### config.mk
export PLATFORM = sky130hd
export DESIGN_NAME = os_alarm_counter_engine_top
export DESIGN_NICKNAME = d
export VERILOG_FILES = /design/src/rtl/oace_pkg.sv /design/src/rtl/oace_div.sv /design/src/rtl/oace_ctrl.sv /design/src/rtl/oace_dpath.sv /design/src/rtl/os_alarm_counter_engine_top.sv
export SDC_FILE = /design/constraint.sdc
export NUM_CORES = 1
export LEC_CHECK = 0
export BUFFER_PORTS_ARGS = -buffer_cell sky130_fd_sc_hd__buf_2
export CAP_MARGIN = 20
export CELL_PAD_IN_SITES_DETAIL_PLACEMENT = 1
export CELL_PAD_IN_SITES_GLOBAL_PLACEMENT = 1
export CORE_MARGIN = 2
export CORE_UTILIZATION = 51
export CTS_CLUSTER_DIAMETER = 200
export DETAILED_ROUTE_END_ITERATION = 7
export PLACE_DENSITY = 0.85
export SLEW_MARGIN = 15
export SYNTH_ARGS = -nofsm -noshare
export SYNTH_HDL_FRONTEND = slang
export SYNTH_SLANG_ARGS = --single-unit
### constraint.sdc
create_clock -name i_clk -period 6.6 [get_ports i_clk]
set_input_delay 0.66 -clock i_clk [delete_from_list [all_inputs] [get_ports i_clk]]
set_output_delay 0.66 -clock i_clk [all_outputs]
set_load 0.05 [all_outputs]
### src/rtl/oace_pkg.sv
// ----------------------------------------------------------------------------
// oace_pkg
// Types and constants shared by the counter and alarm engine modules.
// ----------------------------------------------------------------------------
`default_nettype none

package oace_pkg;

    localparam int NUM_ALARMS = 8;
    localparam int TIME_W     = 16;
    localparam int IDX_W      = 3;
    localparam int DIV_W      = TIME_W + 1;
    localparam int DCNT_W     = $clog2(DIV_W);

    localparam logic [1:0] OP_TICK   = 2'd0;
    localparam logic [1:0] OP_ARM    = 2'd1;
    localparam logic [1:0] OP_CANCEL = 2'd2;

    localparam logic [1:0] KIND_EXPIRY  = 2'd0;
    localparam logic [1:0] KIND_SUMMARY = 2'd1;
    localparam logic [1:0] KIND_ACK     = 2'd2;

    typedef enum logic [2:0] {
        S_IDLE,
        S_CNT_START,
        S_CNT_WAIT,
        S_SCAN,
        S_ALM_WAIT,
        S_EMIT,
        S_SUM,
        S_ACK
    } t_state;

    typedef struct packed {
        logic load;
        logic div_cnt_start;
        logic cnt_update;
        logic div_alm_start;
        logic alm_pass;
        logic alm_shot;
        logic alm_div;
        logic emit_exp;
        logic emit_sum;
        logic emit_ack;
        logic advance;
    } t_cmd;

    typedef struct packed {
        logic [1:0] op;
        logic       out_free;
        logic       div_done;
        logic       alm_en;
        logic       alm_late;
        logic       alm_one;
        logic       idx_last;
    } t_status;

endpackage

`default_nettype wire

### src/rtl/oace_div.sv
// ----------------------------------------------------------------------------
// oace_div
// Restoring divider, one quotient bit per cycle.
// ----------------------------------------------------------------------------
`default_nettype none

module oace_div
    import oace_pkg::*;
(
    input  wire logic             i_clk,
    input  wire logic             i_rst_n,
    input  wire logic             i_start,
    input  wire logic [DIV_W-1:0] i_dividend,
    input  wire logic [DIV_W-1:0] i_divisor,
    output logic                  o_done,
    output logic [DIV_W-1:0]      o_quo,
    output logic [DIV_W-1:0]      o_rem
);

    logic              r_busy;
    logic              r_done;
    logic [DCNT_W-1:0] r_cnt;
    logic [DIV_W-1:0]  r_div;
    logic [DIV_W-1:0]  r_quo;
    logic [DIV_W-1:0]  r_rem;
    logic [DIV_W:0]    w_trial;
    logic [DIV_W:0]    w_diff;
    logic              w_bit;

    assign w_trial = {r_rem, r_quo[DIV_W-1]};
    assign w_diff  = w_trial - {1'b0, r_div};
    assign w_bit   = (w_trial >= {1'b0, r_div});

    always_ff @(posedge i_clk) begin
        if (!i_rst_n) begin
            r_busy <= 1'b0;
            r_done <= 1'b0;
            r_cnt  <= '0;
        end else begin
            r_done <= 1'b0;
            if (i_start) begin
                r_busy <= 1'b1;
                r_cnt  <= '0;
            end else if (r_busy) begin
                r_cnt <= r_cnt + 1'b1;
                if (r_cnt == DCNT_W'(DIV_W - 1)) begin
                    r_busy <= 1'b0;
                    r_done <= 1'b1;
                end
            end
        end
    end

    always_ff @(posedge i_clk) begin
        if (i_start) begin
            r_div <= i_divisor;
            r_quo <= i_dividend;
            r_rem <= '0;
        end else if (r_busy) begin
            r_quo <= {r_quo[DIV_W-2:0], w_bit};
            r_rem <= w_bit ? w_diff[DIV_W-1:0] : w_trial[DIV_W-1:0];
        end
    end

    assign o_done = r_done;
    assign o_quo  = r_quo;
    assign o_rem  = r_rem;

endmodule

`default_nettype wire

### src/rtl/oace_ctrl.sv
// ----------------------------------------------------------------------------
// oace_ctrl
// Sequencer: walks a tick through the counter update and the alarm table.
// ----------------------------------------------------------------------------
`default_nettype none

module oace_ctrl
    import oace_pkg::*;
(
    input  wire logic    i_clk,
    input  wire logic    i_rst_n,
    input  wire logic    i_valid,
    output logic         o_ready,
    input  wire t_status i_stat,
    output t_cmd         o_cmd
);

    t_state r_state;
    t_state n_state;

    always_ff @(posedge i_clk) begin
        if (!i_rst_n) begin
            r_state <= S_IDLE;
        end else begin
            r_state <= n_state;
        end
    end

    always_comb begin
        n_state = r_state;
        case (r_state)
            S_IDLE: begin
                if (i_valid) begin
                    case (i_stat.op)
                        OP_TICK:   n_state = S_CNT_START;
                        OP_ARM:    n_state = S_ACK;
                        OP_CANCEL: n_state = S_ACK;
                        default:   n_state = S_IDLE;
                    endcase
                end
            end
            S_CNT_START: n_state = S_CNT_WAIT;
            S_CNT_WAIT: begin
                if (i_stat.div_done) n_state = S_SCAN;
            end
            S_SCAN: begin
                if (i_stat.alm_en && !i_stat.alm_late) begin
                    n_state = i_stat.alm_one ? S_EMIT : S_ALM_WAIT;
                end else if (i_stat.idx_last) begin
                    n_state = S_SUM;
                end
            end
            S_ALM_WAIT: begin
                if (i_stat.div_done) n_state = S_EMIT;
            end
            S_EMIT: begin
                if (i_stat.out_free) n_state = i_stat.idx_last ? S_SUM : S_SCAN;
            end
            S_SUM: begin
                if (i_stat.out_free) n_state = S_IDLE;
            end
            S_ACK: begin
                if (i_stat.out_free) n_state = S_IDLE;
            end
            default: n_state = S_IDLE;
        endcase
    end

    always_comb begin
        o_cmd   = '0;
        o_ready = 1'b0;
        case (r_state)
            S_IDLE: begin
                o_ready    = 1'b1;
                o_cmd.load = i_valid;
            end
            S_CNT_START: o_cmd.div_cnt_start = 1'b1;
            S_CNT_WAIT:  o_cmd.cnt_update = i_stat.div_done;
            S_SCAN: begin
                if (!i_stat.alm_en) begin
                    o_cmd.advance = 1'b1;
                end else if (i_stat.alm_late) begin
                    o_cmd.alm_pass = 1'b1;
                    o_cmd.advance  = 1'b1;
                end else if (i_stat.alm_one) begin
                    o_cmd.alm_shot = 1'b1;
                end else begin
                    o_cmd.div_alm_start = 1'b1;
                end
            end
            S_ALM_WAIT: o_cmd.alm_div = i_stat.div_done;
            S_EMIT: begin
                o_cmd.emit_exp = i_stat.out_free;
                o_cmd.advance  = i_stat.out_free;
            end
            S_SUM: o_cmd.emit_sum = i_stat.out_free;
            S_ACK: o_cmd.emit_ack = i_stat.out_free;
            default: o_cmd = '0;
        endcase
    end

    ap_one_emit: assert property (@(posedge i_clk) disable iff (!i_rst_n)
        $countones({o_cmd.emit_exp, o_cmd.emit_sum, o_cmd.emit_ack}) <= 1)
        else $error("more than one result loaded at once");
    ap_load_idle: assert property (@(posedge i_clk) disable iff (!i_rst_n)
        o_cmd.load |-> r_state == S_IDLE)
        else $error("item loaded while busy");
    ap_emit_free: assert property (@(posedge i_clk) disable iff (!i_rst_n)
        (o_cmd.emit_exp || o_cmd.emit_sum || o_cmd.emit_ack) |-> i_stat.out_free)
        else $error("result loaded over a pending result");

endmodule

`default_nettype wire

### src/rtl/oace_dpath.sv
// ----------------------------------------------------------------------------
// oace_dpath
// Counter, alarm table, shared divider and the output register.
// ----------------------------------------------------------------------------
`default_nettype none

module oace_dpath
    import oace_pkg::*;
(
    input  wire logic        i_clk,
    input  wire logic        i_rst_n,
    input  wire t_cmd        i_cmd,
    output t_status          o_stat,
    input  wire logic [1:0]  i_op,
    input  wire logic [55:0] i_item,
    input  wire logic        i_cfg_we,
    input  wire logic [15:0] i_cfg_wdata,
    output logic             o_valid,
    input  wire logic        i_ready,
    output logic [71:0]      o_data,
    output logic [1:0]       o_kind,
    output logic             o_last
);

    logic [TIME_W-1:0] r_cmax;
    logic [TIME_W-1:0] r_counter;
    logic [TIME_W-1:0] r_rem [NUM_ALARMS];
    logic [TIME_W-1:0] r_per [NUM_ALARMS];
    logic [NUM_ALARMS-1:0] r_en;
    logic [1:0]        r_act [NUM_ALARMS];
    logic [7:0]        r_task [NUM_ALARMS];
    logic [7:0]        r_ev [NUM_ALARMS];

    logic [1:0]        r_op;
    logic [IDX_W-1:0]  r_alarm;
    logic [TIME_W-1:0] r_amount;
    logic [TIME_W-1:0] r_cycle;
    logic [1:0]        r_action;
    logic [7:0]        r_task_req;
    logic [7:0]        r_evmask;

    logic [IDX_W-1:0]  r_idx;
    logic [TIME_W-1:0] r_due;
    logic [TIME_W-1:0] r_exp;

    logic              r_out_valid;
    logic [71:0]       r_out_data;
    logic [1:0]        r_out_kind;
    logic              r_out_last;

    logic              w_div_start;
    logic [DIV_W-1:0]  w_dividend;
    logic [DIV_W-1:0]  w_divisor;
    logic              w_div_done;
    logic [DIV_W-1:0]  w_quo;
    logic [DIV_W-1:0]  w_drem;
    logic [DIV_W-1:0]  w_mod;
    logic [TIME_W-1:0] w_cur_rem;
    logic [TIME_W-1:0] w_cur_per;
    logic [TIME_W-1:0] w_new_rem;
    logic [TIME_W-1:0] w_exp;
    logic              w_out_free;

    assign w_mod     = (r_cmax == '0) ? {1'b1, {TIME_W{1'b0}}} : {1'b0, r_cmax};
    assign w_cur_rem = r_rem[r_idx];
    assign w_cur_per = r_per[r_idx];
    assign w_new_rem = w_cur_per - w_drem[TIME_W-1:0];
    assign w_exp     = (w_quo[TIME_W-1:0] == {TIME_W{1'b1}}) ? {TIME_W{1'b1}}
                                                             : w_quo[TIME_W-1:0] + 1'b1;
    assign w_out_free = !r_out_valid || i_ready;

    assign w_div_start = i_cmd.div_cnt_start || i_cmd.div_alm_start;
    always_comb begin
        if (i_cmd.div_cnt_start) begin
            w_dividend = {1'b0, r_counter} + {1'b0, r_amount};
            w_divisor  = w_mod;
        end else begin
            w_dividend = {1'b0, r_amount - w_cur_rem};
            w_divisor  = {1'b0, w_cur_per};
        end
    end

    oace_div u_div (
        .i_clk      (i_clk),
        .i_rst_n    (i_rst_n),
        .i_start    (w_div_start),
        .i_dividend (w_dividend),
        .i_divisor  (w_divisor),
        .o_done     (w_div_done),
        .o_quo      (w_quo),
        .o_rem      (w_drem)
    );

    always_comb begin
        o_stat          = '0;
        o_stat.op       = i_op;
        o_stat.out_free = w_out_free;
        o_stat.div_done = w_div_done;
        o_stat.alm_en   = r_en[r_idx];
        o_stat.alm_late = (w_cur_rem > r_amount);
        o_stat.alm_one  = (w_cur_per == '0);
        o_stat.idx_last = (r_idx == IDX_W'(NUM_ALARMS - 1));
    end

    // control state and alarm timing registers
    always_ff @(posedge i_clk) begin
        if (!i_rst_n) begin
            r_cmax    <= {TIME_W{1'b1}};
            r_counter <= '0;
            r_en      <= '0;
            r_idx     <= '0;
            for (int i = 0; i < NUM_ALARMS; i++) begin
                r_rem[i] <= '0;
                r_per[i] <= '0;
            end
        end else begin
            if (i_cfg_we) r_cmax <= i_cfg_wdata;
            if (i_cmd.load) r_idx <= '0;
            if (i_cmd.advance) r_idx <= r_idx + 1'b1;
            if (i_cmd.cnt_update) r_counter <= w_drem[TIME_W-1:0];
            if (i_cmd.alm_pass) r_rem[r_idx] <= w_cur_rem - r_amount;
            if (i_cmd.alm_shot) begin
                r_rem[r_idx] <= '0;
                r_en[r_idx]  <= 1'b0;
            end
            if (i_cmd.alm_div) r_rem[r_idx] <= w_new_rem;
            if (i_cmd.emit_ack) begin
                if (r_op == OP_ARM) begin
                    r_rem[r_alarm] <= r_amount;
                    r_per[r_alarm] <= r_cycle;
                    r_en[r_alarm]  <= 1'b1;
                end else begin
                    r_en[r_alarm] <= 1'b0;
                end
            end
        end
    end

    // item fields, alarm actions, running minimum and expiry count
    always_ff @(posedge i_clk) begin
        if (i_cmd.load) begin
            r_op       <= i_op;
            r_alarm    <= i_item[2:0];
            r_amount   <= i_item[18:3];
            r_cycle    <= i_item[34:19];
            r_action   <= i_item[36:35];
            r_task_req <= i_item[44:37];
            r_evmask   <= i_item[52:45];
            r_due      <= {TIME_W{1'b1}};
        end
        if (i_cmd.alm_pass && (w_cur_rem - r_amount) < r_due) r_due <= w_cur_rem - r_amount;
        if (i_cmd.alm_shot) begin
            r_due <= '0;
            r_exp <= TIME_W'(1);
        end
        if (i_cmd.alm_div) begin
            r_exp <= w_exp;
            if (w_new_rem < r_due) r_due <= w_new_rem;
        end
        if (i_cmd.emit_ack && r_op == OP_ARM) begin
            r_act[r_alarm]  <= r_action;
            r_task[r_alarm] <= r_task_req;
            r_ev[r_alarm]   <= r_evmask;
        end
    end

    // output register: hold until the transfer completes
    always_ff @(posedge i_clk) begin
        if (!i_rst_n) begin
            r_out_valid <= 1'b0;
        end else begin
            if (i_cmd.emit_exp || i_cmd.emit_sum || i_cmd.emit_ack) begin
                r_out_valid <= 1'b1;
            end else if (i_ready) begin
                r_out_valid <= 1'b0;
            end
        end
    end

    always_ff @(posedge i_clk) begin
        if (i_cmd.emit_exp) begin
            r_out_kind <= KIND_EXPIRY;
            r_out_last <= 1'b0;
            r_out_data <= {3'b0, 16'b0, 16'b0, r_exp, r_ev[r_idx], r_task[r_idx],
                           r_act[r_idx], r_idx};
        end else if (i_cmd.emit_sum) begin
            r_out_kind <= KIND_SUMMARY;
            r_out_last <= 1'b1;
            r_out_data <= {3'b0, r_due, r_counter, 37'b0};
        end else if (i_cmd.emit_ack) begin
            r_out_kind <= KIND_ACK;
            r_out_last <= 1'b1;
            r_out_data <= {69'b0, r_alarm};
        end
    end

    assign o_valid = r_out_valid;
    assign o_data  = r_out_data;
    assign o_kind  = r_out_kind;
    assign o_last  = r_out_last;

    ap_shot_off: assert property (@(posedge i_clk) disable iff (!i_rst_n)
        i_cmd.alm_shot |=> !r_en[$past(r_idx)])
        else $error("one-shot alarm still enabled after expiry");
    ap_rem_below: assert property (@(posedge i_clk) disable iff (!i_rst_n)
        i_cmd.alm_div |-> w_drem < {1'b0, w_cur_per})
        else $error("divider remainder not below period");
    ap_cnt_wrap: assert property (@(posedge i_clk) disable iff (!i_rst_n)
        i_cmd.cnt_update |=> {1'b0, r_counter} < $past(w_mod))
        else $error("counter not below modulus");

endmodule

`default_nettype wire

### src/rtl/os_alarm_counter_engine_top.sv
// ----------------------------------------------------------------------------
// os_alarm_counter_engine_top
// One OS counter with a table of alarms: tick, arm and cancel.
// ----------------------------------------------------------------------------
//  channel  | dir | handshake          | payload
//  item in  | in  | s_tvalid/s_tready  | s_tdata, s_tuser = op
//  result   | out | m_tvalid/m_tready  | m_tdata, m_tuser = kind, m_tlast
//  config   | in  | cfg_we             | cfg_wdata = counter_max
//
// Arm and cancel are accepted in the idle state and then acknowledged. A
// tick is accepted, runs the counter modulo on the divider, then scans each
// alarm: an idle or not-due alarm is passed over in the scan state, a
// one-shot expiry goes from scan to emit, a cyclic expiry waits for the
// bit-serial divider before emit, then the summary; results wait for m_tready.
// Reset is synchronous and clears the counter, alarms and handshakes.
// One item is in work at a time; s_tready is high only when idle.
// ----------------------------------------------------------------------------
`default_nettype none

module os_alarm_counter_engine_top
    import oace_pkg::*;
(
    input  wire logic        i_clk,
    input  wire logic        i_rst_n,
    input  wire logic        i_s_tvalid,
    output logic             o_s_tready,
    // alarm[2:0], amount[18:3], cycle[34:19], action[36:35],
    // task_req[44:37], event_mask[52:45]
    input  wire logic [55:0] i_s_tdata,
    // op[1:0]
    input  wire logic [1:0]  i_s_tuser,
    input  wire logic        i_cfg_we,
    input  wire logic [15:0] i_cfg_wdata,
    output logic             o_m_tvalid,
    input  wire logic        i_m_tready,
    // alarm_index[2:0], action_kind[4:3], target_task[12:5],
    // target_events[20:13], expiries[36:21], counter_now[52:37], next_due[68:53]
    output logic [71:0]      o_m_tdata,
    // kind[1:0]
    output logic [1:0]       o_m_tuser,
    output logic             o_m_tlast
);

    t_cmd    w_cmd;
    t_status w_stat;

    oace_ctrl u_ctrl (
        .i_clk   (i_clk),
        .i_rst_n (i_rst_n),
        .i_valid (i_s_tvalid),
        .o_ready (o_s_tready),
        .i_stat  (w_stat),
        .o_cmd   (w_cmd)
    );

    oace_dpath u_dpath (
        .i_clk       (i_clk),
        .i_rst_n     (i_rst_n),
        .i_cmd       (w_cmd),
        .o_stat      (w_stat),
        .i_op        (i_s_tuser),
        .i_item      (i_s_tdata),
        .i_cfg_we    (i_cfg_we),
        .i_cfg_wdata (i_cfg_wdata),
        .o_valid     (o_m_tvalid),
        .i_ready     (i_m_tready),
        .o_data      (o_m_tdata),
        .o_kind      (o_m_tuser),
        .o_last      (o_m_tlast)
    );

endmodule

`default_nettype wire
# Word level (Yosys, flattened, before mapping)
# Memories as Yosys holds them, arrays and structs flattened. A register that Yosys moved wholly into a read port is not among the register bits.
# Index checks and enable logic that the tools add are counted.
[totals] regBits=264 ramBits=400 inputBits=79 out_inout_bits=77 wordCells=210 mem_count=5
[classes] n_addsub=8 magnitude_cmp=8 n_eq_ne=19 mux=104 n_bitwise=9 reduce_logical=30
[memory_table] name="u_dpath.r_per" depth=8 word_bits=16 rd=1 rd_clocked_by_memory_dff=1 write_ports=8 line_no="oace_dpath.sv:28" rtl="logic [TIME_W-1:0] r_per [NUM_ALARMS];"
[memory_table] name="u_dpath.r_rem" depth=8 word_bits=16 rd=1 rd_clocked_by_memory_dff=1 write_ports=8 line_no="oace_dpath.sv:27" rtl="logic [TIME_W-1:0] r_rem [NUM_ALARMS];"
[memory_table] name="u_dpath.r_ev" depth=8 word_bits=8 rd=1 rd_clocked_by_memory_dff=1 write_ports=1 line_no="oace_dpath.sv:32" rtl="logic [7:0] r_ev [NUM_ALARMS];"
[memory_table] name="u_dpath.r_task" depth=8 word_bits=8 rd=1 rd_clocked_by_memory_dff=1 write_ports=1 line_no="oace_dpath.sv:31" rtl="logic [7:0] r_task [NUM_ALARMS];"
[memory_table] name="u_dpath.r_act" depth=8 word_bits=2 rd=1 rd_clocked_by_memory_dff=1 write_ports=1 line_no="oace_dpath.sv:30" rtl="logic [1:0] r_act [NUM_ALARMS];"
[ops] operator="2-to-1 mux 16 bit" n=14
[ops] operator="2-to-1 mux 69 bit" n=2
[ops] operator="2-to-1 mux 17 bit" n=5
[ops] operator="2-to-1 mux 3 bit" n=25
[ops] operator="OR reduction 16 bit" n=3
[ops] operator="subtractor 16 bit" n=3
[ops] operator="2-to-1 mux 1 bit" n=47
[ops] operator="2-to-1 mux 37 bit" n=1
[ops] operator="logical NOT 16 bit" n=2
[ops] operator="< comparator 16 bit" n=2
[ops] operator="2-to-1 mux 8 bit" n=4
[ops] operator="one-hot mux 3 bit (7 select lines)" n=1
[ops] operator="greater-or-equal comparator 18 x 17 -> 1 bit" n=1
[ops] operator="adder 16 x 16 -> 17 bit" n=1
[ops] operator="subtractor 17 bit" n=1
[ops] operator="adder 16 x 1 -> 16 bit, second input constant" n=1
[ops] operator="bitwise AND 8 bit" n=2
[ops] operator="== test 16 bit, second input constant" n=1
[ops] operator="> comparator 16 bit" n=1
[ops] operator="NOT 8 bit" n=2
[ops] operator="== test 3 bit, second input constant" n=5
[ops] operator="nonzero test 2 bit" n=5
[ops] operator="< comparator 3 x 4 -> 1 bit, second input constant" n=2
[ops] operator="!= test 2 x 1 -> 1 bit, second input constant" n=4
[ops] operator="26 further kinds" n=43

# Depth between registers and ports, before layout
[depth] ltp_word=13 depth_mapped=24 ltp_nobuf=19

# Hierarchy
# Synthesis repeated with hierarchy kept, for this count alone.
[hier_totals] hier_cells=2621 hier_area_um2=33115.5
[modules_own_cells] module="oace_dpath" instances=1 cells_per_inst=2253 area_per_inst_um2=29553.3 seq_area_each_um2=17216.5
[modules_own_cells] module="oace_div" instances=1 cells_per_inst=307 area_per_inst_um2=3185.6 seq_area_each_um2=1501.4
[modules_own_cells] module="oace_ctrl" instances=1 cells_per_inst=61 area_per_inst_um2=376.6 seq_area_each_um2=60.1

# Worst setup path before layout
# No wires, ideal clock.
[synth_path] path_type="register -> register" start="register with a tool-made name" end="register u_dpath.r_due[13]" arrival_ps=5583 setup_slack_ps=881 stages_incl_launch_ff=23 cell_sequence="dfxtp_1 > buf_6 > buf_2 > buf_1 > mux4_2 > mux2i_1 > ha_1 > inv_1 > fa_1 > a21o_1 > a221oi_2 > o21bai_1 > a2111oi_0 > or3_1 > ha_1 > a21o_1 > a221oi_1 > and4_1 > clkbuf_1 > nand2_1 > clkbuf_1 > o211ai_1 > mux2i_1"
[synth_rtl] item="to (signal assigned)" line_no="oace_dpath.sv:149" rtl="r_due <= {TIME_W{1'b1}};"
[synth_rtl] item="to (signal assigned)" line_no="oace_dpath.sv:151" rtl="if (i_cmd.alm_pass && (w_cur_rem - r_amount) < r_due) r_due <= w_cur_rem - r_amount;"
[synth_rtl] item="to (signal assigned)" line_no="oace_dpath.sv:158" rtl="if (w_new_rem < r_due) r_due <= w_new_rem;"
[synth_rtl] item="to (decl)" line_no="oace_dpath.sv:43" rtl="logic [TIME_W-1:0] r_due;"

==> results.json <==
{
  "status": "completed",
  "io_pins": 156,
  "synthToLayoutAreaGrowth_pct": 13.12,
  "cts_buffers": 73,
  "switchingPower_w": 0.004908,
  "via_per_inst": 6.283,
  "multi_input_area_um2": 12570,
  "synthDistinctLibCells": 85,
  "die_w_um": 255.8,
  "seqCellArea_um2": 18790,
  "synth_top_area_cell": "edfxtp_1",
  "worst_slew_pin_slew_ps": 1171,
  "design.core.area_um2": 62850,
  "synth.top_cell.area_share": 0.5033,
  "setup_violations": 0,
  "internal_power_w": 0.008705,
  "fin_area_um2": 36580,
  "cap_violations": 0,
  "synth_common_cells": "edfxtp_1 (542), nor2_1 (292), nand2_1 (139)",
  "required_ps": 7110,
  "dpl_cell_area_um2": 34280,
  "track_usage": 0.3066,
  "root_buffer": "clkbuf_16",
  "peakVddDrop_mv": 0.2130,
  "wl_per_cell_um": 27.55,
  "clk_latency_ps": 640,
  "powerDensity_nw_per_um2": 372.2,
  "synth-edff-count": 542,
  "grt_pass1_wl_mm": 152.7,
  "cp_data_arrival_time_ps": 6650,
  "die_area_um2": 65440,
  "path_class": "flip-flop to flip-flop",
  "route.vias.total": 22950,
  "switching_share": 0.3605,
  "floorplan.die.height_um": 255.8,
  "drive_gt1_frac": 0.1800,
  "combPwrFrac": 0.300,
  "hp-class": "input pin to flip-flop",
  "finalNetCount": 2949,
  "netlist_area_um2": 32340,
  "floorplan.initialDensity": 0.5145,
  "yosysWarningCount": 0,
  "antenna_left": 0,
  "rows": 92,
  "firstDrtPassIters": 5,
  "synth_seq_area_share": 0.5807,
  "pwr-share-seq": 0.407,
  "synthCells": 2567,
  "rsz0062_at_grt": "false",
  "cp_max_fo": 20,
  "synth_async_sr_flop_share": 0,
  "ys_ff_latch": 667,
  "hpwl_mm": 67.70,
  "cp-start-kind": "flip-flop",
  "p_leak_nw": 13.89,
  "tns_ps": 0,
  "gp_congestion": 0.8915,
  "nFillCells": 6352,
  "p_clk_frac": 0.293,
  "final-max-slew-violation-count": 0,
  "syn_avg_cell_area_um2": 12.60,
  "fin_crit_ps": 6132,
  "yosysMostFrequentCell": "edfxtp_1",
  "clk_pin_slew_ps": 60,
  "grt_pass1_vias": 24570,
  "post_cts_buffers": 0,
  "antenna_found_initial": 2,
  "drt-total-wl_mm": 100.6,
  "finalHoldViolations": 0,
  "min_period_over_period": 0.9290,
  "cts-htree-levels": 3,
  "clockBufferDepth": 3,
  "drt_iter0_drc": 2197,
  "gr-total-overflow": 0,
  "clock_skew_ps": 39.71,
  "cts_resized": 0,
  "netlist_top_cells_area": "edfxtp_1 (50%), dfxtp_1 (7.7%), mux4_2 (7.1%)",
  "fmax_mhz": 163.1,
  "critPathCaptureType": "flip-flop",
  "cts_tree": "built",
  "synthFlopType": "edfxtp_1",
  "slew_headroom": 0.2194,
  "portBuffers": 149,
  "cts-hold-fix-buffers": 0,
  "cts_sinks": 667,
  "grt_max_degree": 74,
  "drc": 0
}
==> sequential cells by signal (all words and copies together) (netlist names), 17 cells and up, named ones only <==
signal / count
u_dpath.r_per: 128
u_dpath.r_rem: 128
u_dpath.o_data: 69
u_dpath.r_ev: 64
u_dpath.r_task: 64
u_dpath.u_div.o_quo: 17
u_dpath.u_div.o_rem: 17
u_dpath.u_div.r_div: 17
==> stage by stage <==
stage / setup WS, ps / util / hold WS (ps) / power [W] / std cells
2_1_floorplan: 881.4 / - / 452.7 / 0.008188 / 2569
3_3_place_gp: 694.6 / 0.5455 / 435.6 / 0.009350 / 3519
3_5_place_dp: 503.7 / 0.5455 / 465.0 / 0.009561 / 3519
4_1_cts: 438.2 / 0.5818 / 173.1 / 0.01358 / 3650
5_1_grt: 37.70 / 0.5820 / 194.2 / 0.01414 / 3653
6_report: 468.4 / 0.5820 / 200.4 / 0.01361 / 3653
==> cells in the final DEF, fill, tap and decap left out, types with 33 or more instances in the layout <==
cell type,count
a21oi_1,136
ha_1,115
nand3_1,33
a211oi_1,36
mux4_2,102
inv_1,121
and3_1,34
mux2i_1,82
nand2_1,139
dfxtp_1,122
buf_4,82
xnor2_1,40
edfxtp_1,542
buf_2,150
o21ai_0,58
clkbuf_16,76
a22o_1,33
nor3_1,41
nor2_1,291
and2_1,137
==> metal layers <==
layer / part of all wire / GRT usage
met1: 0.39 / 0.3775
met2: 0.50 / 0.5294
met3: 0.064 / 0.04724
met4: 0.049 / 0.1490
met5: 0 / 0
==> worst max-delay path: stages, from the launching register on <==
cell	delay [ps]
dfxtp_4	650
mux4_2	590
mux2i_1	510
ha_1	430
and3_1	280
a21bo_2	260
a311oi_1	440
a22oi_1	140
a21oi_1	210
xor2_1	360
ha_1	330
a21o_1	190
a21o_1	170
a221oi_1	370
and4_1	290
nand2_1	250
buf_4	300
nor2_1	130
o41ai_1	90
==> final cells by class <==
| class | instances | share of cell area |
|---|---|---|
| clock buffers | 98 | 0.05452 |
| well taps | 846 | 0.02894 |
| clock inverters | 33 | 0.007867 |
| repair buffers | 234 | 0.03845 |
| flip-flops and latches | 667 | 0.5136 |
| inverters | 125 | 0.01283 |
| multi-input cells | 1649 | 0.3438 |
| diodes | 1 | 0.00006841 |
==> kinds of logic (layout without fill, tap and decap cells) <==
logic type      count (synthesis)  after routing  share of synthesized area
mux                           199            199                     0.1016
buf+inv                       253            490                    0.03204
other cells                     1              4                  0.0001160
fa+ha+maj                     120            120                    0.04759
simple gates                  803            803                     0.1209
compound gates                459            459                    0.09944
xor+xnor                       65             65                    0.01761
flops                         667            667                     0.5807
==> power by group through the flow <==
stage	registers [W]	clock network, W	logic, W
4_1_cts	0.00553	0.00403	0.00402
3_5_place_dp	0.00560	0	0.00396
3_3_place_gp	0.00556	0	0.00379
6_report	0.00554	0.00399	0.00408
5_1_grt	0.00557	0.00418	0.00439
2_1_floorplan	0.00563	0	0.00256
==> worst paths after layout <==
kind | startpoint | endpoint | slack [ps] | cells after the start
max | flip-flop | u_dpath.r_due[8]$_DFF_P_ | 470 | 18
min | i_s_tdata[15] | u_dpath.r_amount[12]$_DFFE_PP_ | 200 | 1
max reg2reg | flip-flop | u_dpath.r_due[8]$_DFF_P_ | 470 | 18
min reg2reg | u_dpath.o_kind[1]$_SDFFE_PP0P_ | u_dpath.o_kind[1]$_SDFFE_PP0P_ | 470 | 2
(Power assumes the default switching activity.)
